**src/hw/rtl/utf8d_pkg.sv**
```systemverilog
// Package for the UTF-8 stream decoder: event codes, result struct and
// the fixed constants of the decode. No dependencies.
package utf8d_pkg;

    // Event reported with every echoed byte
    typedef enum logic [2:0] {
        EV_NONE    = 3'd0,
        EV_CHAR    = 3'd1,
        EV_HIGH    = 3'd2,
        EV_LOW     = 3'd3,
        EV_BADCONT = 3'd4,
        EV_BADLEAD = 3'd5
    } t_event;

    localparam int unsigned BYTE_W   = 8;
    localparam int unsigned CODE_W   = 32;
    localparam int unsigned PAIR_W   = 21;
    localparam int unsigned LOW_W    = 10;
    localparam int unsigned REM_W    = 3;

    // Surrogate windows are checked on code[15:10]
    localparam logic [5:0] SURR_HI_TAG = 6'b110110;   // 0xD800..0xDBFF
    localparam logic [5:0] SURR_LO_TAG = 6'b110111;   // 0xDC00..0xDFFF
    localparam logic [PAIR_W-1:0] PLANE_BASE = 21'h10000;
    localparam logic [REM_W-1:0] MAX_REM = 3'd5;

    // One result request
    typedef struct packed {
        logic [BYTE_W-1:0] echo_byte;
        t_event            event_res;
        logic [CODE_W-1:0] code_value;
        logic [PAIR_W-1:0] paired_value;
    } t_result;

endpackage

```
**src/hw/rtl/utf8d_core.sv**
```systemverilog
// Decode state registers and the one-byte step logic.
// Depends on utf8d_pkg.
module utf8d_core
    import utf8d_pkg::*;
(
    input  logic              i_clk,
    input  logic              i_rst_n,
    input  logic              i_en,
    input  logic [BYTE_W-1:0] i_byte,
    output t_result           o_res
);

    logic [CODE_W-1:0] r_partial, n_partial;
    logic [LOW_W-1:0]  r_saved, n_saved;
    logic [REM_W-1:0]  r_rem, n_rem;
    logic [CODE_W-1:0] shifted;
    logic [REM_W-1:0]  rem_dec;

    assign shifted = {r_partial[CODE_W-7:0], i_byte[5:0]};
    assign rem_dec = r_rem - 3'd1;

    // Next state and result for one byte
    always_comb begin
        n_partial          = r_partial;
        n_saved            = r_saved;
        n_rem              = r_rem;
        o_res.echo_byte    = i_byte;
        o_res.event_res    = EV_NONE;
        o_res.code_value   = '0;
        o_res.paired_value = '0;
        if (r_rem != '0) begin
            if (i_byte[7:6] == 2'b10) begin
                n_partial = shifted;
                n_rem     = rem_dec;
                if (rem_dec == '0) begin
                    o_res.code_value = shifted;
                    if (shifted[CODE_W-1:16] != '0) begin
                        o_res.event_res = EV_CHAR;
                    end else if (shifted[15:10] == SURR_HI_TAG) begin
                        o_res.event_res = EV_HIGH;
                    end else if (shifted[15:10] == SURR_LO_TAG) begin
                        o_res.event_res    = EV_LOW;
                        o_res.paired_value = PLANE_BASE + {1'b0, r_saved, shifted[9:0]};
                    end else begin
                        o_res.event_res = EV_CHAR;
                    end
                end
            end else begin
                // broken sequence: keep the low bits, drop the rest
                o_res.event_res = EV_BADCONT;
                n_saved         = r_partial[LOW_W-1:0];
                n_partial       = '0;
                n_rem           = '0;
            end
        end else if (i_byte[7:1] == 7'h7F) begin
            o_res.event_res = EV_BADLEAD;
        end else if (i_byte[7:6] == 2'b11) begin
            // lead byte: count of leading ones sets the continuation count
            n_saved = r_partial[LOW_W-1:0];
            priority if (!i_byte[5]) begin
                n_rem     = 3'd1;
                n_partial = {27'd0, i_byte[4:0]};
            end else if (!i_byte[4]) begin
                n_rem     = 3'd2;
                n_partial = {28'd0, i_byte[3:0]};
            end else if (!i_byte[3]) begin
                n_rem     = 3'd3;
                n_partial = {29'd0, i_byte[2:0]};
            end else if (!i_byte[2]) begin
                n_rem     = 3'd4;
                n_partial = {30'd0, i_byte[1:0]};
            end else begin
                n_rem     = 3'd5;
                n_partial = {31'd0, i_byte[0]};
            end
        end
    end

    // State registers, updated when a byte moves to the result register
    always_ff @(posedge i_clk) begin
        if (!i_rst_n) begin
            r_partial <= '0;
            r_saved   <= '0;
            r_rem     <= '0;
        end else if (i_en) begin
            r_partial <= n_partial;
            r_saved   <= n_saved;
            r_rem     <= n_rem;
        end
    end

    a_rem_range: assert property (@(posedge i_clk) disable iff (!i_rst_n)
        r_rem <= MAX_REM)
        else $error("continuation count out of range");

    a_badcont_clears: assert property (@(posedge i_clk) disable iff (!i_rst_n)
        (i_en && o_res.event_res == EV_BADCONT) |=> (r_rem == '0 && r_partial == '0))
        else $error("bad continuation did not close the sequence");

    a_pair_plane: assert property (@(posedge i_clk) disable iff (!i_rst_n)
        (o_res.event_res == EV_LOW) |-> (o_res.paired_value[20:16] != '0))
        else $error("paired value below the supplementary planes");

    a_code_only_done: assert property (@(posedge i_clk) disable iff (!i_rst_n)
        (o_res.event_res == EV_NONE || o_res.event_res == EV_BADCONT
         || o_res.event_res == EV_BADLEAD) |-> (o_res.code_value == '0))
        else $error("code value set without a completed character");

endmodule

```
**src/hw/rtl/utf8_stream_decoder_unit.sv**
```systemverilog
// Top level of the UTF-8 stream decoder: input register, decode core and
// result register. Depends on utf8d_pkg and utf8d_core.
//
//  channel | direction | handshake          | payload
//  input   | in        | i_valid / o_stall  | i_in_byte
//  result  | out       | o_valid / i_stall  | o_echo_byte, o_event_res,
//          |           |                    | o_code_value, o_paired_value
//
// One byte per cycle sustained while the result is not stalled (i_stall low).
// The decode step sits between the input register and the result register.
// Reset (synchronous, active low) clears the decode state and both valids.
// o_stall rises only while both registers are full and the result is stalled.
module utf8_stream_decoder_unit
    import utf8d_pkg::*;
(
    input  logic              i_clk,
    input  logic              i_rst_n,
    input  logic              i_valid,
    output logic              o_stall,
    input  logic [BYTE_W-1:0] i_in_byte,
    output logic              o_valid,
    input  logic              i_stall,
    output logic [BYTE_W-1:0] o_echo_byte,
    output logic [2:0]        o_event_res,
    output logic [CODE_W-1:0] o_code_value,
    output logic [PAIR_W-1:0] o_paired_value
);

    logic              r_in_valid;
    logic [BYTE_W-1:0] r_in_byte;
    logic              r_out_valid;
    t_result           r_out;
    t_result           core_res;
    logic              move;
    logic              accept;

    // byte advances when the result register is free or being drained
    assign move    = r_in_valid && (!r_out_valid || !i_stall);
    assign o_stall = r_in_valid && r_out_valid && i_stall;
    assign accept  = i_valid && !o_stall;

    utf8d_core u_core (
        .i_clk   (i_clk),
        .i_rst_n (i_rst_n),
        .i_en    (move),
        .i_byte  (r_in_byte),
        .o_res   (core_res)
    );

    // Input register
    always_ff @(posedge i_clk) begin
        if (!i_rst_n) begin
            r_in_valid <= 1'b0;
        end else if (accept) begin
            r_in_valid <= 1'b1;
        end else if (move) begin
            r_in_valid <= 1'b0;
        end
    end

    always_ff @(posedge i_clk) begin
        if (accept) begin
            r_in_byte <= i_in_byte;
        end
    end

    // Result register
    always_ff @(posedge i_clk) begin
        if (!i_rst_n) begin
            r_out_valid <= 1'b0;
        end else if (move) begin
            r_out_valid <= 1'b1;
        end else if (!i_stall) begin
            r_out_valid <= 1'b0;
        end
    end

    always_ff @(posedge i_clk) begin
        if (move) begin
            r_out <= core_res;
        end
    end

    assign o_valid        = r_out_valid;
    assign o_echo_byte    = r_out.echo_byte;
    assign o_event_res    = 3'(r_out.event_res);
    assign o_code_value   = r_out.code_value;
    assign o_paired_value = r_out.paired_value;

endmodule
```
**config.mk**
```make
export PLATFORM = sky130hd
export DESIGN_NAME = utf8_stream_decoder_unit
export DESIGN_NICKNAME = d
export VERILOG_FILES = /design/src/hw/rtl/utf8d_pkg.sv /design/src/hw/rtl/utf8d_core.sv /design/src/hw/rtl/utf8_stream_decoder_unit.sv
export SDC_FILE = /design/constraint.sdc
export NUM_CORES = 1
export LEC_CHECK = 0
export ABC_AREA = 0
export ABC_CLOCK_PERIOD_IN_PS = 7100
export BUFFER_PORTS_ARGS = -buffer_cell sky130_fd_sc_hd__clkbuf_2
export CORE_ASPECT_RATIO = 1.75
export CORE_MARGIN = 3
export CORE_UTILIZATION = 52
export CTS_BUF_LIST = sky130_fd_sc_hd__clkbuf_4 sky130_fd_sc_hd__clkbuf_8
export DETAILED_ROUTE_END_ITERATION = 12
export PLACE_DENSITY = 0.82
export SYNTH_ARGS = -nofsm -noshare
export SYNTH_HDL_FRONTEND = slang
export SYNTH_HIERARCHICAL = 1
export SYNTH_SLANG_ARGS = --single-unit
```
**constraint.sdc**
```tcl
create_clock -name i_clk -period 7.1 [get_ports i_clk]
set_input_delay 1.065 -clock i_clk [delete_from_list [all_inputs] [get_ports i_clk]]
set_output_delay 1.065 -clock i_clk [all_outputs]
set_load 0.01 [all_outputs]
```
Word-level counts from Yosys, hierarchy flattened
Cells that the tools add are included.
{"block": "word_totals", "output_inout_bits": 66, "word_cells": 75, "in_bits": 12, "reg_bits": 113}
{"block": "op_classes", "n_addsub": 2, "muxes": 34, "n_reduce_logical": 17, "bitwise": 4, "eq_ne": 8}
{"operator": "two-way mux 26 bit", "n": 7}
{"operator": "two-way mux 21 bit", "n": 3}
{"operator": "two-way mux 56 bit", "n": 1}
{"operator": "two-way mux 10 bit", "n": 4}
{"operator": "two-way mux 3 bit", "n": 11}
{"operator": "adder 17 x 20 -> 21 bit, first input constant", "n": 1}
{"operator": "nonzero test 16 bit", "n": 1}
{"operator": "equality test 6 bit, second input constant", "n": 2}
{"operator": "equality test 7 bit, second input constant", "n": 1}
{"operator": "two-way mux 2 bit", "n": 3}
{"operator": "AND reduction 3 bit", "n": 2}
{"operator": "OR reduction 6 bit", "n": 1}
{"operator": "two-way mux 1 bit", "n": 5}
{"operator": "equality test 2 bit, second input constant", "n": 2}
{"operator": "logical AND 1 bit", "n": 4}
{"operator": "inequality test 2 x 1 -> 1 bit, second input constant", "n": 2}
{"operator": "NOT 1 bit", "n": 4}
{"operator": "AND reduction 4 bit", "n": 1}
{"operator": "nonzero test 2 bit", "n": 2}
{"operator": "logical NOT 1 bit", "n": 3}
{"operator": "logical NOT 3 bit", "n": 1}
{"operator": "nonzero test 3 bit", "n": 1}
{"operator": "subtractor 3 x 1 -> 3 bit, second input constant", "n": 1}
{"operator": "inequality test 2 bit, second input constant", "n": 1}
{"operator": "logical OR 1 bit", "n": 1}

Longest topological paths before layout
Gate-level depths: netlist of run 1.
{"block": "logic_depth", "word_depth": 7, "mapped_depth": 8, "ltp_nobuf": 6}

Hierarchy
The synthesis of run 1 kept the hierarchy.
{"module": "utf8d_core", "cells_per_inst": 299, "instances": 1, "seq_area_each_um2": 780.7, "area_each_um2": 2388.5}
{"module": "utf8_stream_decoder_unit", "cells_per_inst": 80, "instances": 1, "seq_area_each_um2": 2202.1, "area_each_um2": 2245.9}

Least setup slack after synthesis of run 1
No wires, ideal clock.
{"block": "synth_path", "kind": "in2reg", "startpoint": "input i_stall", "endpoint": "register u_core.r_saved[0]", "path_stages": 5, "n_path_buf": 1, "required_ns": 7.028, "setup_time_ns": 0.072, "setup_slack_ns": -0.118, "arrival_ns": 7.147, "path_cell_list": "a21boi_0 -> o21ai_1 -> buf_2 -> nor2_4 -> mux2i_1"}
{"block": "synth_via", "elab_chain_len": 4}
{"element": "from (decl)", "line": "utf8_stream_decoder_unit.sv:22", "source": "input logic i_stall,"}
{"element": "logical NOT 1 bit"}
{"element": "logical OR 1 bit", "line": "utf8_stream_decoder_unit.sv:38", "source": "assign move = r_in_valid && (!r_out_valid || !i_stall);"}
{"element": "logical AND 1 bit", "line": "utf8_stream_decoder_unit.sv:38"}
{"element": "AND reduction 4 bit (no source line)"}
{"element": "to (signal assigned)", "line": "utf8d_core.sv:87", "source": "r_saved <= n_saved;"}
{"element": "to (decl)", "line": "utf8d_core.sv:14", "source": "logic [LOW_W-1:0] r_saved, n_saved;"}
Every way passes these cells.
A chain may end at the register's enable or synchronous reset.

Worst setup path after layout of run 1
{"block": "layout_path", "startpoint": "input i_stall", "endpoint": "register u_core.r_rem[1]"}
{"block": "layout_via", "elab_chain_len": 4}
{"element": "logical NOT 1 bit"}
{"element": "logical OR 1 bit", "line": "utf8_stream_decoder_unit.sv:38"}
{"element": "logical AND 1 bit", "line": "utf8_stream_decoder_unit.sv:38"}
{"element": "named net move", "line": "utf8_stream_decoder_unit.sv:34", "source": "logic move;"}
{"element": "AND reduction 3 bit (no source line)"}
{"element": "to (signal assigned)", "line": "utf8d_core.sv:88", "source": "r_rem <= n_rem;"}
{"element": "to (decl)", "line": "utf8d_core.sv:15", "source": "logic [REM_W-1:0] r_rem, n_rem;"}
The timed path passes the listed nets, and every way through them passes these cells.

==> Flow_metrics.wiki, run 1 <==
{| class="wikitable"
! Metric !! Value
|-
| Area inside the core boundary || 8671 um^2
|-
| CTS Root Buffer Type || clkbuf_8
|-
| Slew @ Worst Pin || 1115 ps
|-
| Crit path max-delay cell type || o21a_1
|-
| WP buf/inv || 2
|-
| Post-CTS Hold Fix Bufs || 0
|-
| Synthesized net count || 395
|-
| Final count of negative-setup-slack endpoints || 0
|-
| Most instantiated library cell after synthesis || edfxtp_1
|-
| Fraction of final layout cells with drive strength greater than 1 || 25.43%
|-
| Portion of synthesized cell area occupied by the leading cell type || 46.65%
|-
| CP Class || input pin to register
|-
| Synth async-reset ratio || 0%
|-
| Register bit count reported by yosys || 113
|-
| Crit path required time || 7420 ps
|-
| Routability congestion estimate from global placement || 0.8544
|-
| Count of input and output buffers || 77
|-
| Final routed DRC violation total || 0
|-
| Via count of the first global-routing pass || 2975
|-
| Unrepaired setup endpoints after global routing || no
|-
| Number of pins exceeding their max-slew limit in the final report || 0
|-
| GRT Util Overall || 18.27%
|-
| Clock-pin transition on the worst setup and hold timing paths || 60 ps
|-
| Endpoints failing hold || 0
|-
| Lkg Pwr || 2.011 nW
|-
| Y dimension of the die || 130.9 um
|-
| Antenna violations before repair || 0
|-
| Area contributors post-synth || edfxtp_1 (47%), dfxtp_1 (18%), and2_1 (6.7%)
|-
| Worst hold-check path type || register to register
|-
| Violation count after the first detailed-routing iteration || 184
|-
| I/O pin cnt || 78
|-
| Full die area || 10130 um^2
|-
| Detail Route Antenna Nets || 0
|-
| Element type at the critical path end || register
|-
| # Post-CTS Setup Buffers || 0
|-
| Share of synthesized area occupied by flip-flops and latches || 64.36%
|-
| DPL Wire Length || 5715 um
|-
| Routed wire per std cell || 15.14 um
|-
| List of most frequent post-synthesis cells || edfxtp_1 (72), and2_1 (50), dfxtp_1 (41), o21ai_0 (32)
|-
| Antenna diode count || 0
|-
| WP data arrival || 3450 ps
|-
| Number of clock sinks || 113
|-
| End-of-flow core utilization || 62.40%
|-
| Largest stage delay on the critical path || 820 ps
|-
| TritonCTS clock tree || done
|-
| Setup TNS || 0 ps
|-
| Result of the run || complete, no violations
|-
| Final worst-path setup slack || 3968 ps
|-
| Horizontal die dimension || 77.37 um
|-
| Yosys top cell by area || edfxtp_1
|-
| Max Freq || 319.3 MHz
|-
| Remaining global-route overflow || 0
|-
| Cell count after synthesis || 379
|-
| Number of buffers inserted during clock tree synthesis || 17
|-
| Avg Inst Size Synth || 12.23 um^2
|-
| Number of inserted filler cells in the final layout || 708
|-
| Worst ir drop on vdd || 0.1170 mV
|-
| Count of different cell masters after synthesis || 42
|-
| Max Root-Sink Buffers || 2
|-
| Number of flops mapped to enable cells by yosys || 72
|-
| Count of synthesis-stage warnings from yosys || 6
|-
| Vias || 3127
|-
| Number of gates resized after CTS || 0
|-
| Final worst clock skew || 8.408 ps
|-
| Relative area change from synthesis to final layout || 16.74%
|-
| Total Routed Length || 8736 um
|-
| Worst setup slack before clock tree synthesis || 3582 ps
|-
| Net count, final || 463
|-
| Final period utilization || 44.11%
|-
| Number of detailed-route iterations in the first pass || 5
|-
| Type of origin of the critical path || input pin
|-
| Worst slew margin || 25.67%
|-
| Worst-Skew Late Latency || 430 ps
|-
| Wire length of the first global-routing pass || 14210 um
|-
| Biggest fanout along the worst timing path || 68
|-
| Crit-path leading delay family || compound AO/OA/AOI/OAI gates
|-
| Total number of placement rows || 45
|-
| Maximum number of pins on one net before global-route repair || 69
|-
| Total of max-cap violations || 0
|-
| Pwr Density || 250.8 nW/um^2
|-
| Final critical path time including I/O delays and setup || 3132 ps
|-
| Vias per Instance || 5.419
|-
| Worst-path cell chain || clkbuf_2 > a21boi_4 > buf_4 > o21a_1 > nand2_1 > o311a_1
|-
| Post-Syn Area || 4634 um^2
|-
| Leading register cell type out of synthesis || edfxtp_1
|-
| Starting Density || 53.45%
|-
| Max H-tree Level || 4
|}
[flip-flops by register name (all words and copies together), names as in the netlist]
signal,flops
o_event_res,3
o_paired_value,21
o_valid,1
o_echo_byte,8
u_core/r_partial,26
r_in_valid,1
r_in_byte,8
o_code_value,32
u_core/r_rem,3
u_core/r_saved,10
[placed cells by master (no fill, tap or decap), drive strengths merged, types with 2 or more instances in the layout]
cell / n
clkinv: 6
dfxtp: 41
nand3: 5
and2: 50
edfxtp: 72
nand2: 26
a21boi: 27
ha: 4
nor4: 6
and3b: 2
o21ai: 33
o21a: 4
o311a: 2
inv: 4
nor2b: 6
nand4: 26
nand2b: 3
clkbuf: 102
and4: 2
buf: 4
mux2i: 11
a21oi: 4
nor2: 6
[area by class of cell]
cell class	count	area (um^2)	area share, %
flip-flops and latches	113	2983	55.13
multi-input cells	230	1483	27.41
repair buffers	81	415.4	7.678
clock buffers	25	306.5	5.666
well taps	117	146.4	2.706
clock inverters	7	61.31	1.133
inverters	4	15.01	0.2775
[tightest hold or removal path: stages (launching register included)]
cell     delay (ps)
dfxtp_1         300
nand2_1          50
mux2i_1          50
[metrics by stage]
stage	cell area, um^2	hold slack (ps)	instances	total power [mW]
2_1_floorplan	4634	430.1	379	0.8019
4_1_cts	5410	455.0	577	1.368
6_report	5410	451.9	577	1.357
3_5_place_dp	5042	444.4	545	0.8269
5_1_grt	5410	485.0	577	1.406
3_3_place_gp	5042	437.0	545	0.8249
[kinds of logic (layout without fill, tap and decap cells)]
group	count (synthesis)	after routing	share of synthesized area, %
compound gates	76	76	10.50
xor+xnor	2	2	0.3780
fa+ha+maj	4	4	1.080
buf+inv	36	117	3.887
flops	113	113	64.36
mux	11	11	2.376
simple gates	137	137	17.41
[final timing paths]
| path | startpoint | end | slack [ps] | cells past startpoint |
|---|---|---|---|---|
| max | i_stall | u_core/r_rem[1] | 3970 | 6 |
| min | u_core/r_saved[0] | u_core/r_saved[0] | 450 | 2 |
| max reg2reg | u_core/r_rem[1] | u_core/r_rem[0] | 4250 | 6 |
| min reg2reg | u_core/r_saved[0] | u_core/r_saved[0] | 450 | 2 |
[where the power goes]
part | leakage (nW) | switching (mW) | internal [mW]
combinational | 0.800 | 0.0582 | 0.0256
sequential | 1.01 | 0.0113 | 0.719
clock | 0.197 | 0.229 | 0.314
[metal layers]
layer  GRT usage (%)  wire length, um  vias up
li1                -                -     1511
met1           19.09             3319     1480
met2           32.35             4688      118
met3           5.898              518       18
met4           10.17              210        0
met5               0                0        -
Note: power is estimated with default switching activity, not from simulation.
==> inputs of run 2 (changes only) <==
- ABC_CLOCK_PERIOD_IN_PS: 7100 -> 3200
- CORE_UTILIZATION: 52 -> 58
- PLACE_DENSITY: 0.82 -> 0.86
- clock period: 7.1 -> 3.2 ns (I/O delays scaled with it)
==> Flow_metrics.wiki, run 2 (synthesis results as in run 1) <==
{| class="wikitable"
! Metric !! Value
|-
| Worst hold-check path type || input pin to register (was register to register)
|-
| Fraction of final layout cells with drive strength greater than 1 || 26.35% (was 25.43%)
|-
| Vias per Instance || 5.679 (was 5.419)
|-
| Element type at the critical path end || register (unchanged)
|-
| Setup TNS || 0 ps (unchanged)
|-
| Top library cells by usage in the layout, fill and taps aside || clkbuf_2 (77), edfxtp_1 (72), and2_1 (50) (unchanged)
|-
| Worst-path cell chain || inv_1 > ha_1 > nor3_2 > o21a_1 > and2_1 (was clkbuf_2 > a21boi_4 > buf_4 > o21a_1 > nand2_1 > o311a_1)
|-
| Biggest fanout along the worst timing path || 30 (was 68)
|-
| Via count of the first global-routing pass || 3052 (was 2975)
|-
| Worst ir drop on vdd || 0.4854 mV (was 0.1170 mV)
|-
| Total number of placement rows || 42 (was 45)
|-
| Sw power || 0.6661 mW (was 0.2984 mW)
|-
| Remaining global-route overflow || 0 (unchanged)
|-
| Lkg Pwr || 2.037 nW (was 2.011 nW)
|-
| # Post-CTS Setup Buffers || 0 (unchanged)
|-
| Routability congestion estimate from global placement || 0.8539 (was 0.8544)
|-
| Path length in cells of the critical path || 5 (was 6)
|-
| Area used by multi-input combinational logic || 1483 um^2 (unchanged)
|-
| Worst slew margin || 40.08% (was 25.67%)
|-
| Number of detailed-route iterations in the first pass || 4 (was 5)
|-
| Crit path max-delay cell type || o21a_1 (unchanged)
|-
| Count of input and output buffers || 77 (unchanged)
|-
| I/O pin cnt || 78 (unchanged)
|-
| Area inside the core boundary || 7672 um^2 (was 8671 um^2)
|-
| Max reg flops || 32 (unchanged)
|-
| Final worst clock skew || 9.988 ps (was 8.408 ps)
|-
| Antenna violations before repair || 0 (unchanged)
|-
| Relative area change from synthesis to final layout || 16.31% (was 16.74%)
|-
| TritonCTS clock tree || done (unchanged)
|-
| Full die area || 9141 um^2 (was 10130 um^2)
|-
| Unrepaired setup endpoints after global routing || no (unchanged)
|-
| Clock-pin transition on the worst setup and hold timing paths || 60 ps (about the same)
|-
| Depth of the most critical reg-to-reg path || 5 (was 6)
|-
| WP buf/inv || 1 (was 2)
|-
| Total area of sequential cells || 2983 um^2 (unchanged)
|-
| Post-CTS Hold Fix Bufs || 0 (unchanged)
|-
| Worst-Skew Late Latency || 430 ps (about the same)
|-
| Total Routed Length || 9284 um (was 8736 um)
|-
| Crit path required time || 3480 ps (was 7420 ps)
|-
| Switching part of the total || 22.16% (was 22.00%)
|-
| Final period utilization || 64.42%
|-
| Max H-tree Level || 4 (unchanged)
|-
| Hold path depth || 1 (was 2)
|-
| Largest stage delay on the critical path || 750 ps (was 820 ps)
|-
| Number of buffers inserted during clock tree synthesis || 17 (unchanged)
|-
| Final routed DRC violation total || 0 (unchanged)
|-
| Vias || 3129 (was 3127)
|-
| Final critical path time including I/O delays and setup || 2061 ps
|-
| Combinational power share || 6.3% (was 6.2%)
|-
| Number of pins exceeding their max-slew limit in the final report || 0 (unchanged)
|-
| Endpoints failing hold || 0 (unchanged)
|-
| Routed wire per std cell || 16.85 um (was 15.14 um)
|-
| Total of max-cap violations || 0 (unchanged)
|-
| Final count of negative-setup-slack endpoints || 0 (unchanged)
|-
| CTS Root Buffer Type || clkbuf_8 (unchanged)
|-
| Number of gates resized after CTS || 0 (unchanged)
|-
| Maximum number of pins on one net before global-route repair || 61 (was 69)
|-
| Wire length of the first global-routing pass || 14970 um (was 14210 um)
|-
| Y dimension of the die || 124.3 um (was 130.9 um)
|-
| Slew @ Worst Pin || 898.7 ps (was 1115 ps)
|-
| Number of inserted filler cells in the final layout || 589 (was 708)
|-
| GRT Util Overall || 21.73% (was 18.27%)
|-
| Power share of the sequential group || 53.8% (about the same)
|-
| Starting Density || 60.40% (was 53.45%)
|-
| Internal power contribution || 2.340 mW (was 1.058 mW)
|-
| WP data arrival || 2340 ps (was 3450 ps)
|-
| Detail Route Antenna Nets || 0 (unchanged)
|-
| Max Root-Sink Buffers || 2 (unchanged)
|-
| Number of clock sinks || 113 (unchanged)
|-
| Violation count after the first detailed-routing iteration || 205 (was 184)
|-
| Final total power || 3.006 mW (was 1.357 mW)
|-
| DPL Wire Length || 6307 um (was 5715 um)
|-
| Net count, final || 466 (was 463)
|-
| Max Freq || 485.1 MHz
|-
| Pwr Density || 557.7 nW/um^2 (was 250.8 nW/um^2)
|-
| Most common cell after layout, fill and taps aside || clkbuf_2 (unchanged)
|-
| Crit-path leading delay family || compound AO/OA/AOI/OAI gates (unchanged)
|-
| Result of the run || complete, no violations (unchanged)
|-
| CP Class || register to register (was input pin to register)
|-
| Horizontal die dimension || 73.57 um (was 77.37 um)
|-
| Antenna diode count || 0 (unchanged)
|-
| Type of origin of the critical path || register (was input pin)
|-
| Relative contribution of the clock network to total power || 39.8% (was 40.0%)
|}
run 2: power groups by stage:
stage | Sequential (mW) | Clock (mW) | Combinational (mW)
6_report | 1.62 | 1.20 | 0.191
5_1_grt | 1.62 | 1.28 | 0.208
4_1_cts | 1.62 | 1.22 | 0.191
3_5_place_dp | 1.65 | 0 | 0.190
3_3_place_gp | 1.65 | 0 | 0.186
2_1_floorplan | 1.66 | 0 | 0.115
run 2: area by class of cell:
| cell class | count | area share, % |
|---|---|---|
| clock inverter | 7 | 1.137 |
| tap | 88 | 2.043 |
| multi-input combinational | 230 | 27.51 |
| clock buffer | 25 | 5.571 |
| sequential | 113 | 55.34 |
| timing repair buffer | 84 | 8.124 |
| inverter | 4 | 0.2786 |
run 2: per-layer routing:
| metal | GRT usage, % | up-vias | part of all wire, % |
|---|---|---|---|
| met5 | 0 | - | 0 |
| met4 | 10.46 | 0 | 2.9 |
| met3 | 7.027 | 21 | 5.5 |
| met2 | 36.30 | 114 | 54 |
| met1 | 24.15 | 1475 | 37 |
| li1 | - | 1519 | - |
run 2: metrics by stage:
step                area, um^2  setup WS (ps)  cells  utilization (%)  hold slack (ps)
floorplan                 4646          585.4    379                -            430.1
global placement          5029           1206    519            65.54            438.8
global route              5390          882.6    551            70.25            196.8
finish                    5390           1139    551            70.25            225.8
CTS                       5390           1080    551            70.25            203.5
detailed placement        5029           1106    519            65.54            445.2
run 2: final timing paths:
| path | to | start | slack, ps |
|---|---|---|---|
| hold / removal | r_in_byte[2] | i_in_byte[2] | 230 |
| setup / recovery | o_code_value[30] | u_core/r_rem[0] | 1140 |
| hold reg to reg | u_core/r_saved[5] | u_core/r_saved[5] | 460 |
| setup reg to reg | o_code_value[30] | u_core/r_rem[0] | 1140 |
run 2: worst reg2reg max path, cell delays in order (launching register included):
cell and delay [ps]:
dfxtp_1 360, inv_1 90, ha_1 240, nor3_2 210, o21a_1 750, and2_1 260
==> inputs of run 3 (changes only) <==
- ABC_CLOCK_PERIOD_IN_PS: 3200 -> 1700
- CORE_UTILIZATION: 58 -> 52
- PLACE_DENSITY: 0.86 -> 0.82
- clock period: 3.2 -> 1.7 ns (I/O delays scaled with it)
==> Flow_metrics.wiki, run 3 (synthesis results as in run 1) <==
{| class="wikitable"
! Metric !! Value
|-
| Via count of the first global-routing pass || 3442 (was 3052)
|-
| Type of origin of the critical path || register (unchanged)
|-
| Max reg flops || 32 (unchanged)
|-
| Maximum number of pins on one net before global-route repair || 61 (unchanged)
|-
| Total of max-cap violations || 0 (unchanged)
|-
| Horizontal die dimension || 77.37 um (was 73.57 um)
|-
| Pwr Density || 909.3 nW/um^2 (was 557.7 nW/um^2)
|-
| Depth of the most critical reg-to-reg path || 9 (was 5)
|-
| Final period utilization || 107.1% (was 64.42%)
|-
| Final critical path time including I/O delays and setup || 1821 ps (was 2061 ps)
|-
| Total number of placement rows || 45 (was 42)
|-
| Final worst-path setup slack || -120.6 ps (was 1139 ps)
|-
| GRT Util Overall || 22.41% (was 21.73%)
|-
| TritonCTS clock tree || done (unchanged)
|-
| Hold path depth || 1 (unchanged)
|-
| Crit path required time || 2010 ps (was 3480 ps)
|-
| Final routed DRC violation total || 0 (unchanged)
|-
| Number of pins exceeding their max-slew limit in the final report || 0 (unchanged)
|-
| Number of buffers inserted during clock tree synthesis || 17 (unchanged)
|-
| Worst ir drop on vdd || 0.7027 mV (was 0.4854 mV)
|-
| Area inside the core boundary || 8671 um^2 (was 7672 um^2)
|-
| Final total power || 5.658 mW (was 3.006 mW)
|-
| Antenna diode count || 0 (unchanged)
|-
| Top library cells by usage in the layout, fill and taps aside || clkbuf_2 (77), edfxtp_1 (72), buf_4 (48) (was clkbuf_2 (77), edfxtp_1 (72), and2_1 (50))
|-
| Fraction of final layout cells with drive strength greater than 1 || 39.32% (was 26.35%)
|-
| DPL Wire Length || 6927 um (was 6307 um)
|-
| Relative area change from synthesis to final layout || 34.26% (was 16.31%)
|-
| Vias || 3676 (was 3129)
|-
| Biggest fanout along the worst timing path || 7 (was 30)
|-
| Number of detailed-route iterations in the first pass || 5 (was 4)
|-
| Remaining global-route overflow || 0 (unchanged)
|-
| CTS Root Buffer Type || clkbuf_8 (unchanged)
|-
| Routability congestion estimate from global placement || 0.9071 (was 0.8539)
|-
| CP Class || register to register (unchanged)
|-
| Post-layout instance area || 6222 um^2 (was 5390 um^2)
|-
| Lkg Pwr || 2.428 nW (was 2.037 nW)
|-
| Worst setup slack before clock tree synthesis || -737.3 ps (was 1106 ps)
|-
| Routed wire per std cell || 18.42 um (was 16.85 um)
|-
| Starting Density || 53.45% (was 60.40%)
|-
| Count of input and output buffers || 77 (unchanged)
|-
| Final count of negative-setup-slack endpoints || 23 (was 0)
|-
| Reg-to-reg slack, setup || -120 ps (was 1140 ps)
|-
| WP data arrival || 2130 ps (was 2340 ps)
|-
| Antenna violations before repair || 0 (unchanged)
|-
| Total Routed Length || 11900 um (was 9284 um)
|-
| Wire length of the first global-routing pass || 17180 um (was 14970 um)
|-
| Y dimension of the die || 130.9 um (was 124.3 um)
|-
| DP Area || 5465 um^2 (was 5029 um^2)
|-
| Max H-tree Level || 4 (unchanged)
|-
| Full die area || 10130 um^2 (was 9141 um^2)
|-
| Clock-pin transition on the worst setup and hold timing paths || 60 ps (about the same)
|-
| Violation count after the first detailed-routing iteration || 340 (was 205)
|-
| I/O pin cnt || 78 (unchanged)
|-
| Worst hold-check path type || input pin to register (unchanged)
|-
| Vias per Instance || 5.690 (was 5.679)
|-
| Max Root-Sink Buffers || 2 (unchanged)
|-
| Final worst clock skew || 8.010 ps (was 9.988 ps)
|-
| Worst slew margin || 61.70% (was 40.08%)
|-
| Slew @ Worst Pin || 574.5 ps (was 898.7 ps)
|-
| Most common cell after layout, fill and taps aside || clkbuf_2 (unchanged)
|-
| Result of the run || finished, violations left (was complete, no violations)
|-
| Number of clock sinks || 113 (unchanged)
|-
| Endpoints failing hold || 0 (unchanged)
|-
| End-of-flow core utilization || 71.76% (was 70.25%)
|-
| Detail Route Antenna Nets || 0 (unchanged)
|-
| Element type at the critical path end || register (unchanged)
|-
| Worst-Skew Late Latency || 440 ps (was 430 ps)
|-
| Net count, final || 532 (was 466)
|-
| Unrepaired setup endpoints after global routing || yes (was no)
|-
| Violated checks || setup timing
|-
| Max Freq || 549.3 MHz (was 485.1 MHz)
|}
[run 3: cell count changes in the layout (fill, tap and decap cells not counted), sizes merged]
cell	before	now
dlygate4sd3	0	7
bufinv	1	0
clkinvlp	0	1
inv	5	4
buf	7	63
clkinv	5	8
nor4	6	7
[run 3: through the flow]
step | setup TNS, ps | hold slack [ps] | instances
after global placement | -12000 | 434.4 | 592
final | -1243 | 21.24 | 646
after detailed placement | -15010 | 434.2 | 592
after CTS | -467.4 | 14.44 | 643
after global routing | -4002 | 8.338 | 646
after floorplan | -39840 | 353.9 | 379
[run 3: path summary, 6_finish.rpt]
kind / from / endpoint
max: u_core/r_rem[0] / u_core/r_partial[2]
max reg2reg: u_core/r_rem[0] / u_core/r_partial[2]
min: i_in_byte[6] / r_in_byte[6]
min reg2reg: u_core/r_saved[4] / u_core/r_saved[4]
[run 3: cell type report]
| class | instances | area, um^2 |
|---|---|---|
| multi-input combinational | 231 | 1647 |
| inverter | 4 | 20.02 |
| clock inverter | 9 | 43.79 |
| tap | 117 | 146.4 |
| sequential | 113 | 2990 |
| clock buffer | 23 | 279.0 |
| timing repair buffer | 149 | 1096 |
| fill | 583 | 2449 |
[run 3: power breakdown]
group / switching (mW) / total, mW / internal (mW)
Sequential: 0.0367 / 3.03 / 3.00
Combinational: 0.330 / 0.555 / 0.225
Clock: 0.999 / 2.07 / 1.07
Total: 1.37 / 5.66 / 4.29
[run 3: per-layer routing]
layer | track usage [%] | wire, um | up-vias | part of all wire [%]
met2 | 40.45 | 6389 | 199 | 54
met1 | 23.06 | 4213 | 1762 | 35
met5 | 0 | 0 | - | 0
met4 | 14.05 | 651 | 0 | 5.5
li1 | - | - | 1655 | -
met3 | 5.693 | 646 | 60 | 5.4
[run 3: worst max-delay path, stage by stage (launching register included)]
cell	delay (ps)
dfxtp_4	370
inv_4	50
ha_4	170
buf_6	120
nand3b_1	170
o21ai_2	110
buf_6	160
buf_12	130
o21ai_0	300
a21boi_1	110
[run 3: timing repair]
action	4_1_cts	5_1_grt
setup buffers	11	1
pin swaps	13	18
setup endpoints to repair	41	61
gates cloned	1	2
endpoints found under the hold margin	7	0
hold buffers	7	0
gates resized for setup	18	46
